**src/hw/rtl/bcgf_pkg.sv**
```systemverilog
`default_nettype none

package bcgf_pkg;

   localparam int GAP_BITS_DEF    = 16;
   localparam int COUNT_BITS_DEF  = 48;
   localparam int FIELD_BITS      = 16;
   localparam int FRAME_BITS      = 11;
   localparam int THRESH_BITS     = 17;
   localparam int TOTAL_OUT_BITS  = 48;
   localparam int KIND_BITS       = 2;

   localparam int MAX_FILLERS     = 47;
   localparam int FILL_CNT_BITS   = $clog2(MAX_FILLERS + 1);

   localparam int CHUNK_MAX        = 1538;
   localparam int CHUNK_HALF_ABOVE = 2000;
   localparam int LEN_OFFSET       = 20;
   localparam int BYTE_OFFSET      = 24;
   localparam int MIN_FLOOR        = 24;
   localparam int MIN_FRAME_RESET  = 84;

   localparam int QUEUE_DEPTH     = 4;

   // Register indexes on the csr port.
   localparam logic CSR_MIN_FRAME      = 1'b0;
   localparam logic CSR_LOSS_THRESHOLD = 1'b1;

   localparam logic [KIND_BITS-1:0] KIND_FILLER  = 2'd0;
   localparam logic [KIND_BITS-1:0] KIND_FORWARD = 2'd1;
   localparam logic [KIND_BITS-1:0] KIND_DROP    = 2'd2;

   // One classified packet waiting for the back end.
   typedef struct packed {
      logic [FIELD_BITS-1:0] gap;
      logic                  drop;
      logic [FIELD_BITS-1:0] tag;
   } job_type;

   typedef struct packed {
      logic [KIND_BITS-1:0]      kind;
      logic [FRAME_BITS-1:0]     frame_len;
      logic [FIELD_BITS-1:0]     tag_out;
      logic                      last;
      logic [TOTAL_OUT_BITS-1:0] filler_total;
      logic [TOTAL_OUT_BITS-1:0] filler_bytes_total;
   } rsp_type;

   typedef enum logic {
      BK_IDLE,
      BK_RUN
   } back_state_type;

endpackage

`default_nettype wire

```
**src/hw/rtl/bcgf_front.sv**
```systemverilog
`default_nettype none

module bcgf_front
   import bcgf_pkg::*;
#(
   parameter int GAP_BITS = GAP_BITS_DEF
) (
   input  wire logic [FIELD_BITS-1:0]  gap_bytes,
   input  wire logic [FIELD_BITS-1:0]  loss_draw,
   input  wire logic [FIELD_BITS-1:0]  packet_tag,
   input  wire logic [THRESH_BITS-1:0] loss_threshold,
   output job_type                     job
);

   localparam logic [FIELD_BITS-1:0] GAP_MAX = FIELD_BITS'((33'd1 << GAP_BITS) - 33'd1);

   always_comb begin
      job.gap  = (gap_bytes > GAP_MAX) ? GAP_MAX : gap_bytes;
      job.drop = ({1'b0, loss_draw} < loss_threshold);
      job.tag  = packet_tag;
   end

endmodule

`default_nettype wire

```
**src/hw/rtl/bcgf_queue.sv**
```systemverilog
`default_nettype none

module bcgf_queue
   import bcgf_pkg::*;
(
   input  wire logic    clock,
   input  wire logic    reset,
   input  wire logic    push,
   input  wire job_type push_data,
   output logic         full,
   input  wire logic    pop,
   output job_type      pop_data,
   output logic         not_empty
);

   localparam int PTR_BITS = $clog2(QUEUE_DEPTH);
   localparam int CNT_BITS = $clog2(QUEUE_DEPTH + 1);

   job_type               slot_ff [QUEUE_DEPTH];
   logic [PTR_BITS-1:0]   wr_ptr_ff, wr_ptr_in;
   logic [PTR_BITS-1:0]   rd_ptr_ff, rd_ptr_in;
   logic [CNT_BITS-1:0]   count_ff, count_in;
   logic                  do_push, do_pop;

   assign full      = (count_ff == CNT_BITS'(QUEUE_DEPTH));
   assign not_empty = (count_ff != '0);
   assign do_push   = push && !full;
   assign do_pop    = pop && not_empty;
   assign pop_data  = slot_ff[rd_ptr_ff];

   always_comb begin
      wr_ptr_in = do_push ? wr_ptr_ff + 1'b1 : wr_ptr_ff;
      rd_ptr_in = do_pop  ? rd_ptr_ff + 1'b1 : rd_ptr_ff;
      count_in  = count_ff;
      if (do_push && !do_pop) begin
         count_in = count_ff + 1'b1;
      end else if (do_pop && !do_push) begin
         count_in = count_ff - 1'b1;
      end
   end

   always_ff @(posedge clock) begin
      if (reset) begin
         wr_ptr_ff <= '0;
         rd_ptr_ff <= '0;
         count_ff  <= '0;
      end else begin
         wr_ptr_ff <= wr_ptr_in;
         rd_ptr_ff <= rd_ptr_in;
         count_ff  <= count_in;
      end
   end

   always_ff @(posedge clock) begin
      if (do_push) begin
         slot_ff[wr_ptr_ff] <= push_data;
      end
   end

endmodule

`default_nettype wire

```
**src/hw/rtl/bcgf_back.sv**
```systemverilog
`default_nettype none

module bcgf_back
   import bcgf_pkg::*;
#(
   parameter int GAP_BITS   = GAP_BITS_DEF,
   parameter int COUNT_BITS = COUNT_BITS_DEF
) (
   input  wire logic                  clock,
   input  wire logic                  reset,
   input  wire logic                  job_valid,
   input  wire job_type               job,
   output logic                       job_pop,
   input  wire logic [FRAME_BITS-1:0] min_frame,
   output logic                       rsp_valid,
   input  wire logic                  rsp_ready,
   output rsp_type                    rsp
);

   localparam int TOTAL_BITS = ((GAP_BITS > FRAME_BITS) ? GAP_BITS : FRAME_BITS) + 1;

   back_state_type            state_ff, state_in;
   logic [GAP_BITS-1:0]       remaining_ff, remaining_in;
   logic [FRAME_BITS-1:0]     carry_ff, carry_in;
   logic [FILL_CNT_BITS-1:0]  nfill_ff, nfill_in;
   logic [COUNT_BITS-1:0]     count_ff, count_in;
   logic [COUNT_BITS-1:0]     bytes_ff, bytes_in;
   logic                      drop_ff, drop_in;
   logic [FIELD_BITS-1:0]     tag_ff, tag_in;
   logic                      rsp_valid_ff, rsp_valid_in;
   rsp_type                   rsp_ff, rsp_in;

   logic [FRAME_BITS-1:0]     minf;
   logic [TOTAL_BITS-1:0]     total;
   logic [FRAME_BITS-1:0]     chunk;
   logic                      out_free;
   logic [COUNT_BITS+TOTAL_OUT_BITS-1:0] count_wide, bytes_wide;

   assign rsp_valid = rsp_valid_ff;
   assign rsp       = rsp_ff;
   assign out_free  = !rsp_valid_ff || rsp_ready;
   assign minf      = (min_frame < FRAME_BITS'(MIN_FLOOR)) ? FRAME_BITS'(MIN_FLOOR) : min_frame;
   assign total     = TOTAL_BITS'(remaining_ff) + TOTAL_BITS'(carry_ff);

   always_comb begin
      if (total < TOTAL_BITS'(CHUNK_MAX)) begin
         chunk = total[FRAME_BITS-1:0];
      end else if (total > TOTAL_BITS'(CHUNK_HALF_ABOVE)) begin
         chunk = FRAME_BITS'(CHUNK_MAX);
      end else begin
         chunk = total[FRAME_BITS:1];
      end
   end

   always_comb begin
      state_in     = state_ff;
      remaining_in = remaining_ff;
      carry_in     = carry_ff;
      nfill_in     = nfill_ff;
      count_in     = count_ff;
      bytes_in     = bytes_ff;
      drop_in      = drop_ff;
      tag_in       = tag_ff;
      rsp_valid_in = rsp_valid_ff && !rsp_ready;
      rsp_in       = rsp_ff;
      job_pop      = 1'b0;
      count_wide   = '0;
      bytes_wide   = '0;

      case (state_ff)
         BK_IDLE: begin
            if (job_valid) begin
               job_pop      = 1'b1;
               remaining_in = job.gap[GAP_BITS-1:0];
               drop_in      = job.drop;
               tag_in       = job.tag;
               nfill_in     = '0;
               state_in     = BK_RUN;
            end
         end
         BK_RUN: begin
            if (out_free) begin
               if (remaining_ff != '0 && nfill_ff != FILL_CNT_BITS'(MAX_FILLERS)) begin
                  carry_in = '0;
                  if (total < TOTAL_BITS'(minf)) begin
                     // too short for a filler: hold it for the next packet
                     carry_in     = total[FRAME_BITS-1:0];
                     remaining_in = '0;
                  end else begin
                     if (TOTAL_BITS'(chunk) > TOTAL_BITS'(remaining_ff)) begin
                        remaining_in = '0;
                     end else begin
                        remaining_in = GAP_BITS'(TOTAL_BITS'(remaining_ff)
                                                 - TOTAL_BITS'(chunk));
                     end
                     nfill_in   = nfill_ff + 1'b1;
                     count_in   = count_ff + COUNT_BITS'(1);
                     // frame length plus 24 is chunk plus 4
                     bytes_in   = bytes_ff + COUNT_BITS'(chunk)
                                  + COUNT_BITS'(BYTE_OFFSET - LEN_OFFSET);
                     count_wide = {{TOTAL_OUT_BITS{1'b0}}, count_in};
                     bytes_wide = {{TOTAL_OUT_BITS{1'b0}}, bytes_in};
                     rsp_valid_in = 1'b1;
                     rsp_in.kind               = KIND_FILLER;
                     rsp_in.frame_len          = chunk - FRAME_BITS'(LEN_OFFSET);
                     rsp_in.tag_out            = '0;
                     rsp_in.last               = 1'b0;
                     rsp_in.filler_total       = count_wide[TOTAL_OUT_BITS-1:0];
                     rsp_in.filler_bytes_total = bytes_wide[TOTAL_OUT_BITS-1:0];
                  end
               end else begin
                  remaining_in = '0;
                  count_wide   = {{TOTAL_OUT_BITS{1'b0}}, count_ff};
                  bytes_wide   = {{TOTAL_OUT_BITS{1'b0}}, bytes_ff};
                  rsp_valid_in = 1'b1;
                  rsp_in.kind               = drop_ff ? KIND_DROP : KIND_FORWARD;
                  rsp_in.frame_len          = '0;
                  rsp_in.tag_out            = tag_ff;
                  rsp_in.last               = 1'b1;
                  rsp_in.filler_total       = count_wide[TOTAL_OUT_BITS-1:0];
                  rsp_in.filler_bytes_total = bytes_wide[TOTAL_OUT_BITS-1:0];
                  state_in = BK_IDLE;
               end
            end
         end
         default: begin
            state_in = BK_IDLE;
         end
      endcase
   end

   always_ff @(posedge clock) begin
      if (reset) begin
         state_ff     <= BK_IDLE;
         remaining_ff <= '0;
         carry_ff     <= '0;
         nfill_ff     <= '0;
         count_ff     <= '0;
         bytes_ff     <= '0;
         rsp_valid_ff <= 1'b0;
      end else begin
         state_ff     <= state_in;
         remaining_ff <= remaining_in;
         carry_ff     <= carry_in;
         nfill_ff     <= nfill_in;
         count_ff     <= count_in;
         bytes_ff     <= bytes_in;
         rsp_valid_ff <= rsp_valid_in;
      end
   end

   always_ff @(posedge clock) begin
      drop_ff <= drop_in;
      tag_ff  <= tag_in;
      rsp_ff  <= rsp_in;
   end

endmodule

`default_nettype wire

```
**src/hw/rtl/bad_crc_gap_filler_unit.sv**
```systemverilog
// Bad-CRC gap filler. Each req transfer carries one real packet and the gap in wire bytes
// wanted before it; the block answers with zero or more filler frames (tuser = filler,
// tdata holds the length, chunk minus 20) and then one result for the packet itself,
// forward or drop, marked by tlast. Gap too short for one filler is carried into the
// next packet. Requests are classified on entry and wait in a four-deep queue, so the
// req side keeps taking packets while results are still being drained. The back end
// picks up a packet, sends its filler frames one at a time, keeps any leftover for
// the next packet, and then sends the packet result. A stall on rsp holds the back
// end in place. The csr registers take effect at once and are meant to be written
// with the block idle.
`default_nettype none

module bad_crc_gap_filler_unit
   import bcgf_pkg::*;
#(
   parameter int GAP_BITS   = GAP_BITS_DEF,
   parameter int COUNT_BITS = COUNT_BITS_DEF
) (
   input  wire logic                   clock,
   input  wire logic                   reset,
   input  wire logic                   req_tvalid,
   output logic                        req_tready,
   input  wire logic [47:0]            req_tdata,  // gap_bytes, loss_draw, packet_tag
   output logic                        rsp_tvalid,
   input  wire logic                   rsp_tready,
   output logic [127:0]                rsp_tdata,  // frame_len, tag_out, filler_total,
                                                   // filler_bytes_total, zero pad
   output logic [KIND_BITS-1:0]        rsp_tuser,  // kind
   output logic                        rsp_tlast,
   input  wire logic                   csr_we,
   input  wire logic                   csr_addr,
   input  wire logic [THRESH_BITS-1:0] csr_wdata
);

   logic [FRAME_BITS-1:0]  min_frame_ff;
   logic [THRESH_BITS-1:0] loss_threshold_ff;
   job_type                front_job, queue_job;
   logic                   queue_full, queue_valid, queue_pop;
   rsp_type                rsp;

   always_ff @(posedge clock) begin
      if (reset) begin
         min_frame_ff      <= FRAME_BITS'(MIN_FRAME_RESET);
         loss_threshold_ff <= '0;
      end else if (csr_we) begin
         case (csr_addr)
            CSR_MIN_FRAME:      min_frame_ff      <= csr_wdata[FRAME_BITS-1:0];
            CSR_LOSS_THRESHOLD: loss_threshold_ff <= csr_wdata;
            default:            ;
         endcase
      end
   end

   bcgf_front #(
      .GAP_BITS(GAP_BITS)
   ) u_front (
      .gap_bytes     (req_tdata[15:0]),
      .loss_draw     (req_tdata[31:16]),
      .packet_tag    (req_tdata[47:32]),
      .loss_threshold(loss_threshold_ff),
      .job           (front_job)
   );

   assign req_tready = !queue_full;

   bcgf_queue u_queue (
      .clock    (clock),
      .reset    (reset),
      .push     (req_tvalid),
      .push_data(front_job),
      .full     (queue_full),
      .pop      (queue_pop),
      .pop_data (queue_job),
      .not_empty(queue_valid)
   );

   bcgf_back #(
      .GAP_BITS  (GAP_BITS),
      .COUNT_BITS(COUNT_BITS)
   ) u_back (
      .clock    (clock),
      .reset    (reset),
      .job_valid(queue_valid),
      .job      (queue_job),
      .job_pop  (queue_pop),
      .min_frame(min_frame_ff),
      .rsp_valid(rsp_tvalid),
      .rsp_ready(rsp_tready),
      .rsp      (rsp)
   );

   assign rsp_tdata = {5'b0, rsp.filler_bytes_total, rsp.filler_total,
                       rsp.tag_out, rsp.frame_len};
   assign rsp_tuser = rsp.kind;
   assign rsp_tlast = rsp.last;

endmodule

`default_nettype wire

```
**config.mk**
```make
export PLATFORM = sky130hd
export DESIGN_NAME = bad_crc_gap_filler_unit
export DESIGN_NICKNAME = d
export VERILOG_FILES = /design/src/hw/rtl/bcgf_pkg.sv /design/src/hw/rtl/bcgf_front.sv /design/src/hw/rtl/bcgf_queue.sv /design/src/hw/rtl/bcgf_back.sv /design/src/hw/rtl/bad_crc_gap_filler_unit.sv
export SDC_FILE = /design/constraint.sdc
export NUM_CORES = 1
export LEC_CHECK = 0
export BUFFER_PORTS_ARGS = -buffer_cell sky130_fd_sc_hd__buf_2
export CORE_UTILIZATION = 55
export CTS_CLUSTER_SIZE = 20
export DETAILED_ROUTE_END_ITERATION = 6
export GPL_TIMING_DRIVEN = 0
export PLACE_DENSITY = 0.72
export SYNTH_ARGS = -nofsm -noshare
export SYNTH_HDL_FRONTEND = slang
export SYNTH_SLANG_ARGS = --single-unit
export TNS_END_PERCENT = 1
```
**constraint.sdc**
```tcl
create_clock -name clock -period 8.9 [get_ports clock]
set_input_delay 0.445 -clock clock [delete_from_list [all_inputs] [get_ports clock]]
set_output_delay 0.445 -clock clock [all_outputs]
set_load 0.01 [all_outputs]
```
# After elaboration in Yosys (flattened, before gate mapping)
# Memory sizes are Yosys's and may differ from the RTL's. A register that Yosys moved wholly into a read port is not among the register bits.
# Index checks and enable logic that the tools add are counted.
dict set report op_classes {
  addsub 11
  magnitude_cmp 7
  eq_ne 7
  mux 34
  bitwise_logic 3
  reduce_logical 23
}
# cell count
set op_table {}
lappend op_table {{$mux 126} 2}
lappend op_table {{$mux 16} 6}
lappend op_table {{$add 48x1->48 const B} 1}
lappend op_table {{$add 48x11->48} 1}
lappend op_table {{$add 48x3->48 const B} 1}
lappend op_table {{$mux 11} 4}
lappend op_table {{$pmux 16 s2} 1}
lappend op_table {{$mux 6} 4}
lappend op_table {{$add 16x11->17} 1}
lappend op_table {{$gt 17x11->1 const B} 1}
lappend op_table {{$lt 16x17->1} 1}
lappend op_table {{$lt 17x11->1} 1}
lappend op_table {{$lt 17x11->1 const B} 1}
lappend op_table {{$gt 11x16->1} 1}
lappend op_table {{$gt 16x16->1 const B} 1}
lappend op_table {{$reduce_bool 16->1} 1}
lappend op_table {{$sub 16x11->16} 1}
lappend op_table {{$pmux 6 s2} 1}
lappend op_table {{$lt 11x5->1 const B} 1}
lappend op_table {{$sub 11x5->11 const B} 1}
lappend op_table {{$mux 1} 10}
lappend op_table {{$ne 2x2->1 const B} 5}
lappend op_table {{$reduce_and 2->1} 4}
lappend op_table {{$reduce_and 4->1} 2}
lappend op_table {{16 further kinds} 32}
dict set report totals {
  regBits 309
  mem_bits_rw 132
  output_inout_bits 133
  wordCells 106
  n_memories 1
}
# name words width rd rd_clocked_by_memory_dff wr line_no
set memory_table {}
lappend memory_table {u_queue.slot_ff 4 33 1 1 1 bcgf_queue.sv:19} ;# job_type slot_ff [QUEUE_DEPTH];

# Depth between registers and ports, before layout
dict set report depth {
  word_depth 10
  depth_mapped 33
  depth_no_buf 32
}

# Hierarchy
# A second synthesis with hierarchy kept.
dict set report unflattened {
  hier_cells 2018
  hier_area_um2 21914.8
}
# mod instances cells_per_inst area_each_um2 seq_area_each_um2
set by_module_without_submodules {}
lappend by_module_without_submodules {bcgf_back 1 1586 14769.2 6916.6}
lappend by_module_without_submodules {bcgf_queue 1 221 5268.8 4144.0}
lappend by_module_without_submodules {bad_crc_gap_filler_unit 1 126 1262.5 560.5}
lappend by_module_without_submodules {bcgf_front 1 85 614.3 0.0}

# Worst setup path before layout
# OpenSTA, ideal clock, no wires.
dict set report synth_timing {
  path_type {flip-flop to flip-flop}
  start {reg u_back.remaining_ff[3]}
  end {reg u_back.rsp_ff (netlist bit u_back.rsp[39]) (data pin)}
  setup_ns 0.262
  arrival_time_ns 5.942
  t_required_ns 8.638
  slack_ns 2.696
  stages_incl_launch_ff 30
  path_buffers 2
  cell_sequence {dfxtp_1 -> ha_1 -> a21o_1 -> a311oi_1 -> a2bb2oi_1 -> a211oi_1 -> a311o_1 -> o2111ai_1 -> clkbuf_1 -> clkbuf_1 -> nor2_1 -> inv_1 -> ha_1 -> ha_1 -> fa_1 -> a21o_1 -> a21oi_1 -> o21bai_1 -> a21oi_1 -> o21bai_1 -> a21oi_1 -> o21bai_1 -> a21oi_1 -> o21bai_1 -> and3_1 -> and2_1 -> and3_1 -> nand2_1 -> nor2_1 -> xor2_1}
}
dict set report synth_via {
  elab_chain_len 8
  word_cells_on_any_way 11
}
# element line_no
set synth_lines {}
lappend synth_lines {{start: declaration} bcgf_back.sv:23} ;# logic [GAP_BITS-1:0] remaining_ff, remaining_in;
lappend synth_lines {{start signal: assignment} bcgf_back.sv:143} ;# remaining_ff <= remaining_in;
lappend synth_lines {{$add 16x11->17 (*)} bcgf_back.sv:43} ;# assign total = TOTAL_BITS'(remaining_ff) + TOTAL_BITS'(carry_ff);
lappend synth_lines {{$gt 17x11->1} bcgf_back.sv:48} ;# end else if (total > TOTAL_BITS'(CHUNK_HALF_ABOVE)) begin
lappend synth_lines {{$mux 11} bcgf_back.sv:48}
lappend synth_lines {{$mux 11 (*)} bcgf_back.sv:46} ;# if (total < TOTAL_BITS'(CHUNK_MAX)) begin
lappend synth_lines {{net u_back.chunk[1]} bcgf_back.sv:35} ;# logic [FRAME_BITS-1:0] chunk;
lappend synth_lines {{$add 48x11->48 (*)} bcgf_back.sv:99} ;# bytes_in = bytes_ff + COUNT_BITS'(chunk)
lappend synth_lines {{$add 48x3->48 (*)} bcgf_back.sv:100} ;# + COUNT_BITS'(BYTE_OFFSET - LEN_OFFSET);
lappend synth_lines {{$mux 126 (*)} bcgf_back.sv:85} ;# if (total < TOTAL_BITS'(minf)) begin
lappend synth_lines {{$mux 126 (*)} bcgf_back.sv:83} ;# if (remaining_ff != '0 && nfill_ff != FILL_CNT_BITS'(MAX_FILLERS)) begin
lappend synth_lines {{end signal: assignment} bcgf_back.sv:155} ;# rsp_ff <= rsp_in;
lappend synth_lines {{end: declaration} bcgf_back.sv:31} ;# rsp_type rsp_ff, rsp_in;
# Mark *: on every way through the listed nets, which the timed path passes. The rest lies on a longest branch. The select of a mux whose other input is x is not followed.
# A chain may end at the register's enable or synchronous reset.

# Worst setup path in the final report
dict set report layout_timing {
  start {reg u_back.remaining_ff[3]}
  end {reg u_back.rsp_ff (netlist bit u_back.rsp[43]) (data pin)}
}
# The elaborated chain is that of the path after synthesis.

==> qor.csv <==
stage,metric,value,unit
status,status,finished clean,
logic_synthesis,Cells after Synth,1875,
clock_network,hold_buf cts,0,
drt,Post-route DRC,0,
power,Total Power,0.00779,W
timing,final cycle utilization of the critical path,0.903,
drt,1st-pass router iterations,6,
placement,dpl cell area,22300,um^2
floorplanning,Initial Utilization,0.561,
drt,Routed Antenna Nets,0,
floorplanning,core footprint,36800,um^2
finish,final instance area,23800,um^2
logic_synthesis,#FFs+latches synth,443,
floorplanning,row count,70,
timing,post-route setup slack,866,ps
global_route,grt total ovfl,0,
power,static leakage,8.98,nW
timing,Tightest Pin Transition,938,ps
power,worst vdd ir,0.172,mV
timing,Hold Fails Final Rpt,0,
logic_synthesis,Synth async-reset ratio,0,
clock_network,H-Tree Depth,2,
placement,"worst slack, placed",983,ps
clock_network,later-pin clock latency in the skew report,590,ps
critical_path,CP Class,reg -> reg,
power,Power per Cell Area,327,nW/um^2
critical_path,"Largest delay share family, worst path",compound AO/OA/AOI/OAI gates,
logic_synthesis,Ys Warns,0,
timing,clock skew,18.7,ps
finish,Area Growth Syn to Fin,15.3,%
global_route,All-Layer GR Usage,0.247,
logic_synthesis,Unique masters post-synth,82,
placement,DP Cell Count,2545,
floorplanning,I/O pin count,204,
critical_path,Setup crit start kind,flip-flop,
floorplanning,Chip Height,196,um
clock_network,Setup Buffers After CTS,0,
placement,port bufs,197,
timing,Final setup viols,0,
clock_network,cts bufs inserted,46,
global_route,vias in the first global route,14200,
logic_synthesis,synthesized area,20600,um^2
drt,total wire length,46500,um
finish,fin cells,2632,
critical_path,"Slowest-stage cell, CP",o2111ai_1,
logic_synthesis,"Seq/Total Area, Yosys",0.563,
floorplanning,die boundary width,196,um
drt,via count,14700,
critical_path,Critical Path RT,9230,ps
timing,fin. max-slew vios,0,
clock_network,clk root buf,clkbuf_16,
global_route,pin count of the biggest net entering global routing,75,
finish,nets,2266,
job,# Max-Cap Violations,0,
critical_path,Critical Path Sink Type,flip-flop,
min_path,Hold Path Class,in -> reg,
critical_path,worst-path maximum fanout,10,
clock_network,CTS max path bufs,3,
finish,"commonest non-fill, non-tap cells in the layout","edfxtp_1 (275), nand2_1 (255), buf_2 (200)",
clock_network,clock sinks,443,
clock_network,CTS tree,yes,
drt,routed len/inst,17.7,um
global_route,first-pass GRT wire length,74300,um
placement,Detailed Place HPWL,33100,um
logic_synthesis,"EDFF count, synth",275,
global_route,antenna violations before repair,2,
clock_network,CTS resizes,0,
floorplanning,DIE AREA,38300,um^2
drt,vias per cell,5.57,
timing,min cycle time layout,8030,ps
finish,share of layout cells above drive strength 1,0.159,
placement,routability cong.,0.897,
logic_synthesis,syn_area_per_cell,11.0,um^2
logic_synthesis,"Top FF cell, synth",edfxtp_1,
timing,RSZ-0062 raised after global routing,no,
timing,total negative slack,0,ps
critical_path,CP peak stage delay,640,ps
drt,Initial DRC Count,937,
critical_path,Arrival @ worst endpoint,8360,ps
timing,Slew headroom,0.370,
critical_path,Worst Path Buf+Inv,3,
clock_network,"CTS clk-pin slew, worst paths",60,ps
timing,Max Freq,124,MHz
finish,"most common cell after layout, fill and taps aside",edfxtp_1,
-- sequential cells by signal, indices dropped and copies added (netlist names), 11 cells and up, named ones only --
register,count
u_back.rsp,126
loss_threshold_ff,17
u_back.carry_ff,11
min_frame_ff,11
u_queue.slot_ff,132
u_back.bytes_ff,48
u_back.remaining_ff,16
u_back.tag_ff,16
u_back.count_ff,48
-- layer usage --
metal / up-vias / global-route usage / routed length [um]
li1: 7160 / - / -
met1: 7003 / 0.320 / 20000
met2: 416 / 0.423 / 22600
met3: 92 / 0.0407 / 2520
met4: 2 / 0.0851 / 1360
met5: - / 0 / 11
-- metrics by stage --
step	hold WS (ps)	utilization
floorplan	432	-
global placement	442	0.604
detailed placement	448	0.605
CTS	41.8	0.647
global route	58.4	0.647
finish	66.4	0.647
-- cells by family after synthesis --
family / share of synthesized area
AND/OR/NAND/NOR: 0.154
flip-flops: 0.563
AO/OA/AOI/OAI: 0.0890
XOR/XNOR: 0.0789
buffers and inverters: 0.0304
adder cells (fa/ha/maj): 0.0459
multiplexers: 0.0382
other: 0.000182
-- path summary, 6_finish.rpt --
| path | endpoint | slack, ps | cells past startpoint | start |
|---|---|---|---|---|
| worst min-delay path | u_queue.slot_ff[0][31] | 70 | 1 | req_tdata[14] |
| worst max-delay path | u_back.rsp[43] | 870 | 29 | u_back.remaining_ff[3] |
| worst min register to register | loss_threshold_ff[14] | 450 | 2 | loss_threshold_ff[14] |
| worst max register to register | u_back.rsp[43] | 870 | 29 | u_back.remaining_ff[3] |
-- layout make-up --
cell class	instances	area, um^2
Inverter	66	248
Timing Repair Buffer	198	1010
Tap cell	468	586
Multi-Input combinational cell	1279	8420
Clock buffer	53	1180
Clock inverter	32	344
Antenna cell	2	5.00
Buffer	91	382
Fill cell	2920	13000
Sequential cell	443	11600
-- Yosys cell counts (5+ instances only) --
master    number  area (um^2)
edfxtp_1     275         8260
dfxtp_1      168         3360
a21o_1        22          165
and3_1        40          250
a31oi_1       10         62.6
nor3_1        27          135
nor2b_1        6         37.5
mux4_2        33          743
ha_1          66          826
nand2_1      255          957
nor4_1         7         43.8
clkbuf_1      75          282
o21ai_1        8         40.0
a211oi_1      11         82.6
nand2b_1      10         62.6
nand4_1       26          163
and2_1        33          206
buf_4          5         37.5
o21a_1         7         52.6
or2_2          6         37.5
xnor2_1       94          823
xor2_1        90          788
nand3_1       51          255
a221oi_1       7         61.3
a21oi_1      122          611
or3_1         36          225
o21ai_0       41          205
buf_1          5         18.8
nor2_1       176          661
a22oi_1        5         37.5
o21bai_1      12         90.1
inv_1         64          240
-- power breakdown --
group | total (W) | internal, W | switching (W)
logic | 0.00293 | 0.00106 | 0.00187
registers | 0.00293 | 0.00276 | 0.000171
clock network | 0.00193 | 0.00111 | 0.000818
total | 0.00779 | 0.00493 | 0.00285
Power figures use the tool's default switching activity.
